`config.mk`:
```
export PLATFORM = sky130hd
export DESIGN_NAME = sdo_request_retry_controller_flat
export DESIGN_NICKNAME = d
export VERILOG_FILES = /design/src/hdl/sdorc_pkg.sv /design/src/hdl/sdorc_stream_if.sv /design/src/hdl/sdorc_csr.sv /design/src/hdl/sdorc_engine.sv /design/src/hdl/sdo_request_retry_controller.sv /design/src/flat_wrapper.sv
export SDC_FILE = /design/constraint.sdc
export NUM_CORES = 1
export LEC_CHECK = 0
export ABC_AREA = 1
export BUFFER_PORTS_ARGS = -buffer_cell sky130_fd_sc_hd__clkbuf_2
export CAP_MARGIN = 20
export CELL_PAD_IN_SITES_DETAIL_PLACEMENT = 1
export CELL_PAD_IN_SITES_GLOBAL_PLACEMENT = 1
export CORE_ASPECT_RATIO = 0.6
export CORE_MARGIN = 1.5
export CORE_UTILIZATION = 30
export DETAILED_ROUTE_END_ITERATION = 8
export MAX_ROUTING_LAYER = met4
export PLACE_DENSITY = 0.67
export SYNTH_ARGS = -nofsm -noshare
export SYNTH_HDL_FRONTEND = slang
export SYNTH_SLANG_ARGS = --single-unit
```
`constraint.sdc`:
```
create_clock -name clock -period 4.9 [get_ports clock]
set_clock_uncertainty 0.1 [all_clocks]
set_input_delay 0.245 -clock clock [delete_from_list [all_inputs] [get_ports clock]]
set_output_delay 0.245 -clock clock [all_outputs]
set_load 0.02 [all_outputs]
```
`src/hdl/sdorc_pkg.sv`:
```
// Shared types, codes and constants of the parameter request/retry controller.
package sdorc_pkg;

   localparam int unsigned CsrAddrWidth = 4;
   localparam int unsigned CsrDataWidth = 32;

   localparam logic [3:0] FRAME_BASE_LEN = 4'd7;
   localparam logic [2:0] MAX_WRITE_LEN  = 3'd4;

   localparam logic [7:0]  TIMEOUT_LIMIT_RESET = 8'd3;
   localparam logic [7:0]  BUSY_LIMIT_RESET    = 8'd3;
   localparam logic [31:0] RESP_TIMEOUT_RESET  = 32'd400;

   typedef enum logic [2:0] {
      CMD_READ_REQ   = 3'd0,
      CMD_WRITE_REQ  = 3'd1,
      CMD_READ_RESP  = 3'd2,
      CMD_WRITE_RESP = 3'd3,
      CMD_OTHER_RESP = 3'd4,
      CMD_TIME       = 3'd5,
      CMD_RESET      = 3'd6,
      CMD_FETCH      = 3'd7
   } cmd_type;

   typedef enum logic [5:0] {
      ST_IDLE    = 6'b000001,
      ST_WAIT    = 6'b000010,
      ST_RETRY   = 6'b000100,
      ST_DONE    = 6'b001000,
      ST_ERROR   = 6'b010000,
      ST_TIMEOUT = 6'b100000
   } state_type;

   localparam logic [2:0] CODE_IDLE    = 3'd0;
   localparam logic [2:0] CODE_WAIT    = 3'd1;
   localparam logic [2:0] CODE_RETRY   = 3'd2;
   localparam logic [2:0] CODE_DONE    = 3'd3;
   localparam logic [2:0] CODE_ERROR   = 3'd4;
   localparam logic [2:0] CODE_TIMEOUT = 3'd5;

   typedef enum logic [1:0] {
      REG_TIMEOUT_LIMIT = 2'd0,
      REG_BUSY_LIMIT    = 2'd1,
      REG_RESP_TIMEOUT  = 2'd2
   } reg_index_type;

   typedef struct packed {
      logic [2:0]  cmd;
      logic [15:0] obj_index;
      logic [7:0]  obj_sub_index;
      logic [31:0] data_word;
      logic [2:0]  payload_len;
      logic        lock_granted;
      logic        send_accepted;
      logic [31:0] now_time;
   } req_type;

   typedef struct packed {
      logic [2:0]  transfer_state;
      logic        frame_valid;
      logic        frame_is_write;
      logic [3:0]  frame_len;
      logic [15:0] frame_index;
      logic [7:0]  frame_sub_index;
      logic [31:0] frame_data;
      logic [31:0] obj_value;
      logic [2:0]  rx_payload_len;
      logic        lock_held;
   } rsp_type;

   typedef struct packed {
      logic [7:0]  timeout_retry_limit;
      logic [7:0]  busy_retry_limit;
      logic [31:0] response_timeout;
   } cfg_type;

   function automatic logic [2:0] state_code(state_type st);
      logic [2:0] code;
      unique case (st)
         ST_IDLE:    code = CODE_IDLE;
         ST_WAIT:    code = CODE_WAIT;
         ST_RETRY:   code = CODE_RETRY;
         ST_DONE:    code = CODE_DONE;
         ST_ERROR:   code = CODE_ERROR;
         ST_TIMEOUT: code = CODE_TIMEOUT;
         default:    code = CODE_IDLE;
      endcase
      return code;
   endfunction

endpackage

```
`src/hdl/sdorc_stream_if.sv`:
```
// Valid/ready stream channel carrying one payload struct.
interface sdorc_stream_if #(parameter type payload_type = logic);
   logic        valid;
   logic        ready;
   payload_type payload;

   modport source (output valid, output payload, input ready);
   modport sink (input valid, input payload, output ready);
endinterface

```
`src/hdl/sdorc_csr.sv`:
```
// APB-style configuration registers: retry limits and response timeout.
module sdorc_csr
   import sdorc_pkg::*;
(
   input  logic                    clock,
   input  logic                    reset,
   input  logic                    csr_psel,
   input  logic                    csr_penable,
   input  logic                    csr_pwrite,
   input  logic [CsrAddrWidth-1:0] csr_paddr,
   input  logic [CsrDataWidth-1:0] csr_pwdata,
   output logic [CsrDataWidth-1:0] csr_prdata,
   output logic                    csr_pready,
   output cfg_type                 cfg
);

   cfg_type       cfg_ff, cfg_in;
   reg_index_type reg_sel;
   logic          wr_en;

   assign csr_pready = 1'b1;
   assign reg_sel    = reg_index_type'(csr_paddr[CsrAddrWidth-1:2]);
   assign wr_en      = csr_psel && csr_penable && csr_pwrite;

   always_comb begin
      cfg_in = cfg_ff;
      if (wr_en) begin
         unique case (reg_sel)
            REG_TIMEOUT_LIMIT: cfg_in.timeout_retry_limit = csr_pwdata[7:0];
            REG_BUSY_LIMIT:    cfg_in.busy_retry_limit    = csr_pwdata[7:0];
            REG_RESP_TIMEOUT:  cfg_in.response_timeout    = csr_pwdata;
            default:           cfg_in = cfg_ff;
         endcase
      end
   end

   always_comb begin
      unique case (reg_sel)
         REG_TIMEOUT_LIMIT: csr_prdata = {24'd0, cfg_ff.timeout_retry_limit};
         REG_BUSY_LIMIT:    csr_prdata = {24'd0, cfg_ff.busy_retry_limit};
         REG_RESP_TIMEOUT:  csr_prdata = cfg_ff.response_timeout;
         default:           csr_prdata = '0;
      endcase
   end

   always_ff @(posedge clock) begin
      if (reset) begin
         cfg_ff.timeout_retry_limit <= TIMEOUT_LIMIT_RESET;
         cfg_ff.busy_retry_limit    <= BUSY_LIMIT_RESET;
         cfg_ff.response_timeout    <= RESP_TIMEOUT_RESET;
      end else begin
         cfg_ff <= cfg_in;
      end
   end

   assign cfg = cfg_ff;

endmodule

```
`src/hdl/sdorc_engine.sv`:
```
// Transfer state, retry counters, lock and timer, and the per-item update logic.
module sdorc_engine
   import sdorc_pkg::*;
(
   input  logic    clock,
   input  logic    reset,
   input  logic    advance,
   input  req_type item,
   input  cfg_type cfg,
   output rsp_type result
);

   state_type   state_ff, state_in;
   logic [7:0]  tmo_retries_ff, tmo_retries_in;
   logic [7:0]  busy_retries_ff, busy_retries_in;
   logic        lock_ff, lock_in;
   logic        timer_ff, timer_in;
   logic [31:0] sent_time_ff, sent_time_in;
   logic [31:0] cur_time_ff, cur_time_in;
   logic [15:0] rd_idx_ff, rd_idx_in;
   logic [7:0]  rd_sub_ff, rd_sub_in;
   logic [15:0] wr_idx_ff, wr_idx_in;
   logic [7:0]  wr_sub_ff, wr_sub_in;
   logic [31:0] rx_value_ff, rx_value_in;
   logic [2:0]  rx_len_ff, rx_len_in;

   cmd_type     cmd;
   logic        open_state;
   logic        can_send;
   logic        is_write;
   logic [2:0]  write_len;
   logic [8:0]  busy_next;
   logic [31:0] deadline;
   logic        sent;

   assign cmd        = cmd_type'(item.cmd);
   assign open_state = (state_ff == ST_WAIT) || (state_ff == ST_RETRY);
   assign can_send   = (state_ff == ST_IDLE) || (state_ff == ST_RETRY);
   assign is_write   = (cmd == CMD_WRITE_REQ);
   assign write_len  = (item.payload_len > MAX_WRITE_LEN) ? MAX_WRITE_LEN : item.payload_len;
   assign busy_next  = {1'b0, busy_retries_ff} + 9'd1;
   assign deadline   = sent_time_ff + cfg.response_timeout;

   always_comb begin
      state_in        = state_ff;
      tmo_retries_in  = tmo_retries_ff;
      busy_retries_in = busy_retries_ff;
      lock_in         = lock_ff;
      timer_in        = timer_ff;
      sent_time_in    = sent_time_ff;
      cur_time_in     = cur_time_ff;
      rd_idx_in       = rd_idx_ff;
      rd_sub_in       = rd_sub_ff;
      wr_idx_in       = wr_idx_ff;
      wr_sub_in       = wr_sub_ff;
      rx_value_in     = rx_value_ff;
      rx_len_in       = rx_len_ff;
      sent            = 1'b0;

      unique case (cmd)
         CMD_READ_REQ, CMD_WRITE_REQ: begin
            if (can_send) begin
               if (is_write) begin
                  wr_idx_in = item.obj_index;
                  wr_sub_in = item.obj_sub_index;
               end else begin
                  rd_idx_in = item.obj_index;
                  rd_sub_in = item.obj_sub_index;
               end
               lock_in = item.lock_granted;
               if (item.lock_granted) begin
                  if (item.send_accepted) begin
                     state_in        = ST_WAIT;
                     busy_retries_in = 8'd0;
                     sent_time_in    = cur_time_ff;
                     timer_in        = 1'b1;
                     sent            = 1'b1;
                  end else begin
                     // refused send: free the link and count the attempt
                     lock_in  = 1'b0;
                     state_in = (busy_next > {1'b0, cfg.busy_retry_limit}) ? ST_ERROR
                                                                           : ST_RETRY;
                     busy_retries_in = busy_next[8] ? 8'hFF : busy_next[7:0];
                  end
               end
            end
         end
         CMD_READ_RESP: begin
            if (item.obj_index == rd_idx_ff && item.obj_sub_index == rd_sub_ff
                && open_state) begin
               rx_len_in   = item.payload_len;
               rx_value_in = item.data_word;
               timer_in    = 1'b0;
               state_in    = ST_DONE;
               lock_in     = 1'b0;
            end else begin
               state_in = ST_ERROR;
            end
         end
         CMD_WRITE_RESP: begin
            if (item.obj_index == wr_idx_ff && item.obj_sub_index == wr_sub_ff
                && open_state) begin
               state_in = ST_DONE;
               lock_in  = 1'b0;
               timer_in = 1'b0;
            end else begin
               state_in = ST_ERROR;
            end
         end
         CMD_OTHER_RESP: begin
            state_in = ST_ERROR;
         end
         CMD_TIME: begin
            cur_time_in = item.now_time;
            if (timer_ff && (deadline < item.now_time)) begin
               timer_in = 1'b0;
               if (tmo_retries_ff < cfg.timeout_retry_limit) begin
                  state_in       = ST_RETRY;
                  tmo_retries_in = tmo_retries_ff + 8'd1;
                  lock_in        = 1'b0;
               end else begin
                  // give up: lock stays held
                  state_in       = ST_TIMEOUT;
                  tmo_retries_in = 8'd0;
               end
            end
         end
         CMD_RESET: begin
            // timer is left running
            state_in        = ST_IDLE;
            tmo_retries_in  = 8'd0;
            busy_retries_in = 8'd0;
            lock_in         = 1'b0;
         end
         CMD_FETCH: begin
            if (state_ff == ST_DONE) begin
               state_in = ST_IDLE;
            end
         end
         default: begin
            state_in = state_ff;
         end
      endcase
   end

   always_comb begin
      result.transfer_state  = state_code(state_in);
      result.frame_valid     = sent;
      result.frame_is_write  = sent && is_write;
      result.frame_len       = '0;
      result.frame_index     = '0;
      result.frame_sub_index = '0;
      result.frame_data      = '0;
      if (sent) begin
         result.frame_len       = is_write ? FRAME_BASE_LEN + {1'b0, write_len}
                                           : FRAME_BASE_LEN;
         result.frame_index     = item.obj_index;
         result.frame_sub_index = item.obj_sub_index;
         result.frame_data      = is_write ? item.data_word : 32'd0;
      end
      result.obj_value      = rx_value_in;
      result.rx_payload_len = rx_len_in;
      result.lock_held      = lock_in;
   end

   always_ff @(posedge clock) begin
      if (reset) begin
         state_ff        <= ST_IDLE;
         tmo_retries_ff  <= '0;
         busy_retries_ff <= '0;
         lock_ff         <= 1'b0;
         timer_ff        <= 1'b0;
         sent_time_ff    <= '0;
         cur_time_ff     <= '0;
         rd_idx_ff       <= '0;
         rd_sub_ff       <= '0;
         wr_idx_ff       <= '0;
         wr_sub_ff       <= '0;
         rx_value_ff     <= '0;
         rx_len_ff       <= '0;
      end else if (advance) begin
         state_ff        <= state_in;
         tmo_retries_ff  <= tmo_retries_in;
         busy_retries_ff <= busy_retries_in;
         lock_ff         <= lock_in;
         timer_ff        <= timer_in;
         sent_time_ff    <= sent_time_in;
         cur_time_ff     <= cur_time_in;
         rd_idx_ff       <= rd_idx_in;
         rd_sub_ff       <= rd_sub_in;
         wr_idx_ff       <= wr_idx_in;
         wr_sub_ff       <= wr_sub_in;
         rx_value_ff     <= rx_value_in;
         rx_len_ff       <= rx_len_in;
      end
   end

   a_wait_busy_clear: assert property (@(posedge clock) disable iff (reset)
      state_ff == ST_WAIT |-> busy_retries_ff == 8'd0)
      else $error("busy retry count non-zero while waiting for a response");

   a_lock_free_at_rest: assert property (@(posedge clock) disable iff (reset)
      (state_ff == ST_IDLE || state_ff == ST_DONE) |-> !lock_ff)
      else $error("link lock held in idle or done");

   a_sent_starts_timer: assert property (@(posedge clock) disable iff (reset)
      advance && result.frame_valid |=>
         state_ff == ST_WAIT && timer_ff && sent_time_ff == $past(cur_time_ff))
      else $error("sent frame did not start the response timer");

endmodule

```
`src/hdl/sdo_request_retry_controller.sv`:
```
// Top level: input register, transfer engine, result register and configuration port.
// Path: a transferred request is held in the input register, processed by the engine,
//   and its result is loaded into the result register and offered on rsp_ch.
// Throughput: one item per cycle while rsp_ch is ready; the state update is the only loop.
// Backpressure on rsp_ch holds the result register, then the input register.
// Synchronous reset clears the transfer state, counters, lock, timer and both valid flags;
//   configuration returns to timeout limit 3, busy limit 3, response timeout 400.
module sdo_request_retry_controller
   import sdorc_pkg::*;
(
   input  logic                    clock,
   input  logic                    reset,
   sdorc_stream_if.sink            req_ch,
   sdorc_stream_if.source          rsp_ch,
   input  logic                    csr_psel,
   input  logic                    csr_penable,
   input  logic                    csr_pwrite,
   input  logic [CsrAddrWidth-1:0] csr_paddr,
   input  logic [CsrDataWidth-1:0] csr_pwdata,
   output logic [CsrDataWidth-1:0] csr_prdata,
   output logic                    csr_pready
);

   cfg_type cfg;
   req_type in_item_ff;
   rsp_type out_item_ff;
   rsp_type result;
   logic    in_valid_ff, in_valid_in;
   logic    out_valid_ff, out_valid_in;
   logic    advance;
   logic    req_xfer;

   sdorc_csr u_csr (
      .clock       (clock),
      .reset       (reset),
      .csr_psel    (csr_psel),
      .csr_penable (csr_penable),
      .csr_pwrite  (csr_pwrite),
      .csr_paddr   (csr_paddr),
      .csr_pwdata  (csr_pwdata),
      .csr_prdata  (csr_prdata),
      .csr_pready  (csr_pready),
      .cfg         (cfg)
   );

   sdorc_engine u_engine (
      .clock   (clock),
      .reset   (reset),
      .advance (advance),
      .item    (in_item_ff),
      .cfg     (cfg),
      .result  (result)
   );

   // advance the held item when the result register is free or being emptied
   assign advance      = in_valid_ff && (!out_valid_ff || rsp_ch.ready);
   assign req_ch.ready = !in_valid_ff || advance;
   assign req_xfer     = req_ch.valid && req_ch.ready;

   always_comb begin
      priority if (req_xfer) begin
         in_valid_in = 1'b1;
      end else if (advance) begin
         in_valid_in = 1'b0;
      end else begin
         in_valid_in = in_valid_ff;
      end
      priority if (advance) begin
         out_valid_in = 1'b1;
      end else if (rsp_ch.ready) begin
         out_valid_in = 1'b0;
      end else begin
         out_valid_in = out_valid_ff;
      end
   end

   always_ff @(posedge clock) begin
      if (reset) begin
         in_valid_ff  <= 1'b0;
         out_valid_ff <= 1'b0;
      end else begin
         in_valid_ff  <= in_valid_in;
         out_valid_ff <= out_valid_in;
      end
   end

   always_ff @(posedge clock) begin
      if (req_xfer) begin
         in_item_ff <= req_ch.payload;
      end
      if (advance) begin
         out_item_ff <= result;
      end
   end

   assign rsp_ch.valid   = out_valid_ff;
   assign rsp_ch.payload = out_item_ff;

endmodule

```
`src/flat_wrapper.sv`:
```
// flat-port wrapper written by rule: the top's interface ports become plain ports
module sdo_request_retry_controller_flat import sdorc_pkg::*;
  (clock, reset, csr_psel, csr_penable, csr_pwrite, csr_paddr, csr_pwdata, csr_prdata, csr_pready, req_ch_valid, req_ch_payload, req_ch_ready, rsp_ch_valid, rsp_ch_payload, rsp_ch_ready);
  sdorc_stream_if #(.payload_type(req_type)) req_ch_i ();
  sdorc_stream_if #(.payload_type(rsp_type)) rsp_ch_i ();
  input  logic clock;
  input  logic reset;
  input  logic csr_psel;
  input  logic csr_penable;
  input  logic csr_pwrite;
  input  logic [CsrAddrWidth-1:0] csr_paddr;
  input  logic [CsrDataWidth-1:0] csr_pwdata;
  output logic [CsrDataWidth-1:0] csr_prdata;
  output logic csr_pready;
  input wire logic [$bits(req_ch_i.valid)-1:0] req_ch_valid;
  input wire logic [$bits(req_ch_i.payload)-1:0] req_ch_payload;
  output wire logic [$bits(req_ch_i.ready)-1:0] req_ch_ready;
  output wire logic [$bits(rsp_ch_i.valid)-1:0] rsp_ch_valid;
  output wire logic [$bits(rsp_ch_i.payload)-1:0] rsp_ch_payload;
  input wire logic [$bits(rsp_ch_i.ready)-1:0] rsp_ch_ready;
  assign req_ch_i.valid = req_ch_valid;
  assign req_ch_i.payload = req_ch_payload;
  assign req_ch_ready = req_ch_i.ready;
  assign rsp_ch_valid = rsp_ch_i.valid;
  assign rsp_ch_payload = rsp_ch_i.payload;
  assign rsp_ch_i.ready = rsp_ch_ready;
  sdo_request_retry_controller u_core (.clock(clock), .reset(reset), .req_ch(req_ch_i), .rsp_ch(rsp_ch_i), .csr_psel(csr_psel), .csr_penable(csr_penable), .csr_pwrite(csr_pwrite), .csr_paddr(csr_paddr), .csr_pwdata(csr_pwdata), .csr_prdata(csr_prdata), .csr_pready(csr_pready));
endmodule
```
# Word level (Yosys, flattened, before mapping)
# Index checks and enable logic that the tools add are counted.
# totals
register_bits	418
word_cells	156
# classes
add_sub_neg	4
magnitude_cmp	4
eq_ne	28
n_mux	47
bitwise	1
n_reduce_logical	35
# op_table
operator	n
$pmux 32 s3	1
$mux 32	2
$mux 8	6
$pmux 6 s7	1
$add 32x32->32	1
$eq 16x16->1	2
$lt 32x32->1	1
$pmux 8 s2	2
$mux 6	5
$mux 5	4
$mux 1	19
$eq 8x8->1	2
$pmux 3 s5	1
$eq 3x3->1 const B	4
$eq 6x2->1 const B	2
$eq 6x3->1 const B	2
$eq 6x4->1 const B	2
$mux 3	4
$reduce_and 4->1	3
$logic_and 1x1->1	10
$reduce_and 2->1	5
$add 8x1->9 const B	1
$gt 9x8->1	1
$add 8x1->8 const B	1
other kinds (25)	37

# Logic depth before layout (Yosys ltp)
# logic_depth
depth_word	9
ltp_mapped	29
depth_no_buf	29

# Hierarchy
# Synthesis repeated with hierarchy kept, for this count alone.
# hier_totals
cells_unflattened	2299
area_unflattened_um2	19667.6
# modules_own_cells
module	instances	cells_each	area_each_um2
sdorc_engine	1	1705	11317.1
sdo_request_retry_controller	1	209	6007.0
sdorc_csr	1	385	2343.5

# Worst setup path before layout
# Ideal clock, no wire load.
# synth_path
kind	reg2reg
startpoint	register u_core.out_valid_ff, in the netlist u_core.rsp_ch.valid
endpoint	register u_core.u_engine.state_ff[3]
arrival_ns	4.064
path_slack_ns	0.623
path_stages_with_launch	7
cell_sequence	dfxtp_1 > nand2_1 > nand2_1 > clkinv_1 > clkbuf_1 > o21ai_0 > a21oi_1
# synth_via
elab_chain_len	3
# synth_rtl
item	line	source
from (decl)	sdo_request_retry_controller.sv:29	logic out_valid_ff, out_valid_in;
from (signal assigned)	sdo_request_retry_controller.sv:83	out_valid_ff <= out_valid_in;
$logic_not 1->1	sdo_request_retry_controller.sv:56	assign advance = in_valid_ff && (!out_valid_ff || rsp_ch.ready);
$logic_or 1x1->1	sdo_request_retry_controller.sv:56	
$logic_and 1x1->1	sdo_request_retry_controller.sv:56	
named net u_core.advance	sdo_request_retry_controller.sv:30	logic advance;
to (signal assigned)	sdorc_engine.sv:182	state_ff <= state_in;
to (decl)	sdorc_engine.sv:13	state_type state_ff, state_in;
# The timed path passes the listed nets, and every way through them passes these cells.
# A chain may end at the register's enable or synchronous reset.

==> impl_results.md <==
* Result of the run: finished clean
* Kind of end point of the critical path: flop
* Synthesized-area fraction occupied by adder cells at approximately 5.4%
* Proportion of synthesized chip area in sequential cells at 54.9%
* Count of max-cap constraint violations at 0
* Type of the worst min-delay path: in2reg
* DRT Pass-1 Iters at 5
* Req. time, crit path at 5.25 ns
* Worst-Margin Slew at 1.04 ns
* Total clock sinks at 418
* Number of max-slew violations in the final report at 0
* Commonest register cell after synthesis: dfxtp_1
* Tot GR Track Use at 18.6%
* Maximum root-to-sink buffer count at 3
* Fill cell count at 7,208
* Antenna Nets Post-Route at 0
* Average vias per placed instance at 4.71
* Type of the setup path with the least slack: reg2reg
* Row count at 70
* Biggest area consumer among synthesized cells: edfxtp_1
* Worst endpoint data arrival time at between 4 and 5 ns
* Nature of the critical path startpoint: flop
* Max-Slew Margin vs Limit at between 30 and 40%
* Final Util at 38.9%
* Die span in y at ~200 microns
* Number of flops mapped to enable cells by yosys at 197
* Most area-consuming cells after synthesis: edfxtp_1 (31%), dfxtp_1 (24%), a21oi_1 (6.4%)
* Max rail drop VDD at approximately 0.00026 V
* Overall Power at 0.00778 W
* Syn Nets at 2,289
* Horizontal die dimension at 326 microns
* Buffers on Ports at 271
* Area of the mapped netlist at roughly 19,000 sq um
* Count of endpoints failing hold in the final timing report at 0
* Final cycle utilization of the critical path at between 90% and 100%
* Vias in the first global route at 16,700
* Initial antenna violation count at 3
* Seq cells post-synth at 418
* Fraction of the mapped netlist area in compound gates at about 15%
* Count of synthesis-stage warnings from yosys at 0
* Share of the synthesized netlist area taken by xor and xnor gates at 3.72%
* Number of I/O pins at around 280
* WL final at 58,900 microns
* Core area at 61,500 sq um
* Starting density of the core at 30.6%
* Highest fanout seen on the critical path at 4
* Setup slack after layout at 0.323 ns
* Maximum level of the CTS H-tree at 2
* Mux share of post-synthesis cell area at 0%
* Post-Syn Instances at between 2,000 and 2,500
* Standby leakage power at 10.5 nW
* Weighted congestion reported at the end of routability-driven placement at 0.850
* Final cell area excluding filler cells at roughly 24,000 sq um
* Crit path largest cell delay at approximately 0.4 ns
* Endpoints failing setup at 0
* Die outline area at about 64,000 sq um
* Maximum operating frequency at 218 MHz
* Cell Pwr Density at 325 nW/um^2
* Later-pin clock latency in the skew report at 0.58 ns
* Largest net degree at the start of global routing at 80
* Clock tree from TritonCTS: built
* Synthesized-area fraction occupied by and/or/nand/nor cells at 12.9%
* Post-detailed-placement half-perimeter wirelength at 41,200 microns
* Fraction of final layout cells with drive strength greater than 1 at between 10% and 20%
* Vias after detailed routing at 15,700
* Post-CTS clock slew at the launch and capture registers of the worst setup and hold paths at 0.06 ns
* Clock period minus final worst setup slack at 4.58 ns
* Detailed router's first-iteration violation count at 791
* Drt wl/cell at 17.6 microns
* Clock root cell: clkbuf_16
* DRC viols at 0
* Critical Path Slowest Stage Cell: fa_2
* Pre-CTS worst setup slack at ~0.030 ns
* Dominant combinational cell family by area after synthesis: compound AO/OA/AOI/OAI gates
* Total placed instance area at 21,100 sq um
* Post-synth cell types at 44
* Share of the synthesized area in the top cell type at a little under a third
* Avg Synthesized Cell Area at 9.10 sq um
* Clock buffers created by TritonCTS at 43
* Sum of overflow across all layers after global routing at 0
* Post-synth ARST share at 0%
* Area Growth Syn to Fin at 27.1%
* Nets@finish at 2,693
* Wire length of the first global-routing pass at about 92,000 microns
## worst paths after layout
path,start,to,slack (ns),cells past startpoint
max,u_core.u_engine.sent_time_ff[0]$_SDFFE_PP0P_,u_core.rsp_ch.payload[98]$_DFFE_PP_,0.32,30
min,csr_penable,u_core.u_csr.cfg[32]$_SDFFE_PP1P_,0.09,5
max reg2reg,u_core.u_engine.sent_time_ff[0]$_SDFFE_PP0P_,u_core.rsp_ch.payload[98]$_DFFE_PP_,0.32,30
min reg2reg,u_core.u_engine.sent_time_ff[26]$_SDFFE_PP0P_,u_core.u_engine.sent_time_ff[26]$_SDFFE_PP0P_,0.36,2
## cells in the mapped netlist (7+ instances only)
cell,n
nand2_1,228
nor2_1,242
o21ai_1,34
nand3_1,54
ha_1,80
inv_1,284
dfxtp_1,221
o21ai_2,32
xor2_1,33
nor3_1,9
clkbuf_1,64
a21oi_1,240
o211ai_1,7
or2_2,10
o221ai_1,8
o21ai_0,194
edfxtp_1,197
buf_2,8
xnor2_1,47
nand4_1,21
## area by class of cell
class,instances,area (sq um),share of cell area (%)
well taps,828,1040,4.33
clock buffers,63,1200,5.03
clock inverters,17,129,0.539
flip-flops and latches,418,10300,43.2
repair buffers,438,2950,12.3
multi-input cells,1281,7150,29.9
diodes,3,7.51,0.0314
inverters,291,1100,4.60
## critical path, delay by kind of cell (launching register included)
kind                     cells  cell delay, ns
AND/OR/NAND/NOR             15            1.53
adder cells (fa/ha/maj)      3            0.83
AO/OA/AOI/OAI                4            0.74
buffers and inverters        7            0.72
flip-flops                   1            0.34
XOR/XNOR                     1            0.17
## report_power, final
part	internal [W]	switching (W)	total [W]
clock network	0.00176	0.00143	0.00320
logic	0.000270	0.000445	0.000715
registers	0.00380	0.0000699	0.00386
## through the flow
| stage | hold WS (ns) | std cells | TNS (ns) |
|---|---|---|---|
| 6_report | 0.0923 | 3339 | 0 |
| 5_1_grt | 0.133 | 3339 | -0.0235 |
| 4_1_cts | 0.0733 | 3331 | 0 |
| 3_5_place_dp | 0.324 | 3121 | 0 |
| 3_3_place_gp | 0.322 | 3121 | 0 |
| 2_1_floorplan | 0.244 | 2069 | 0 |
## state kept, by name (all words and copies together), names as in the netlist, 3 cells and up
name / count
u_core.u_engine.state_ff: 6
u_core.u_engine.cur_time_ff: 32
u_core.u_engine.wr_sub_ff: 8
u_core.u_csr.cfg: 48
u_core.u_engine.rx_value_ff: 32
u_core.rsp_ch.payload: 101
u_core.in_item_ff: 96
u_core.u_engine.tmo_retries_ff: 8
u_core.u_engine.sent_time_ff: 32
u_core.u_engine.wr_idx_ff: 16
u_core.u_engine.rd_sub_ff: 8
u_core.u_engine.rd_idx_ff: 16
u_core.u_engine.busy_retries_ff: 8
u_core.u_engine.rx_len_ff: 3
## kinds of logic (layout without fill, tap and decap cells)
group,after synthesis,in the layout
AOI/OAI and AO/OA,533,533
other,1,4
and+or+nand+nor,586,586
xor gates and xnor gates,80,80
adders and majority gates,81,81
DFF,418,418
buffers and inverters,370,809
## metal layers
metal  part of all wire, %  track usage [%]  vias to the layer above  wire length, microns
met5                     0                -                        -                     0
met4                   1.7             4.08                        0                   974
met3                   3.8             3.28                       75                  2250
met2                    45             28.6                      252                 26400
met1                    50             25.6                     7697                 29300
li1                      -                -                     7694                     -
## what timing repair did
item,4_1_cts,5_1_grt
resized for setup,0,27
hold buffers,130,0
hold endpoints to repair,146,0
setup endpoints to repair,0,19
buffers inserted,0,4
## cells in the final DEF (no fill, tap or decap), types with 44 or more instances in the layout
cell / Yosys / layout
nor2_1: 242 / 237
a21oi_1: 240 / 238
edfxtp_1: 197 / 197
o21ai_0: 194 / 193
inv_1: 284 / 282
dfxtp_1: 221 / 221
xnor2_1: 47 / 47
dlygate4sd3_1: 0 / 130
ha_1: 80 / 80
clkbuf_16: 0 / 44
nand2_1: 228 / 222
nand3_1: 54 / 47
clkbuf_2: 0 / 271
Power figures use the tool's default switching activity.
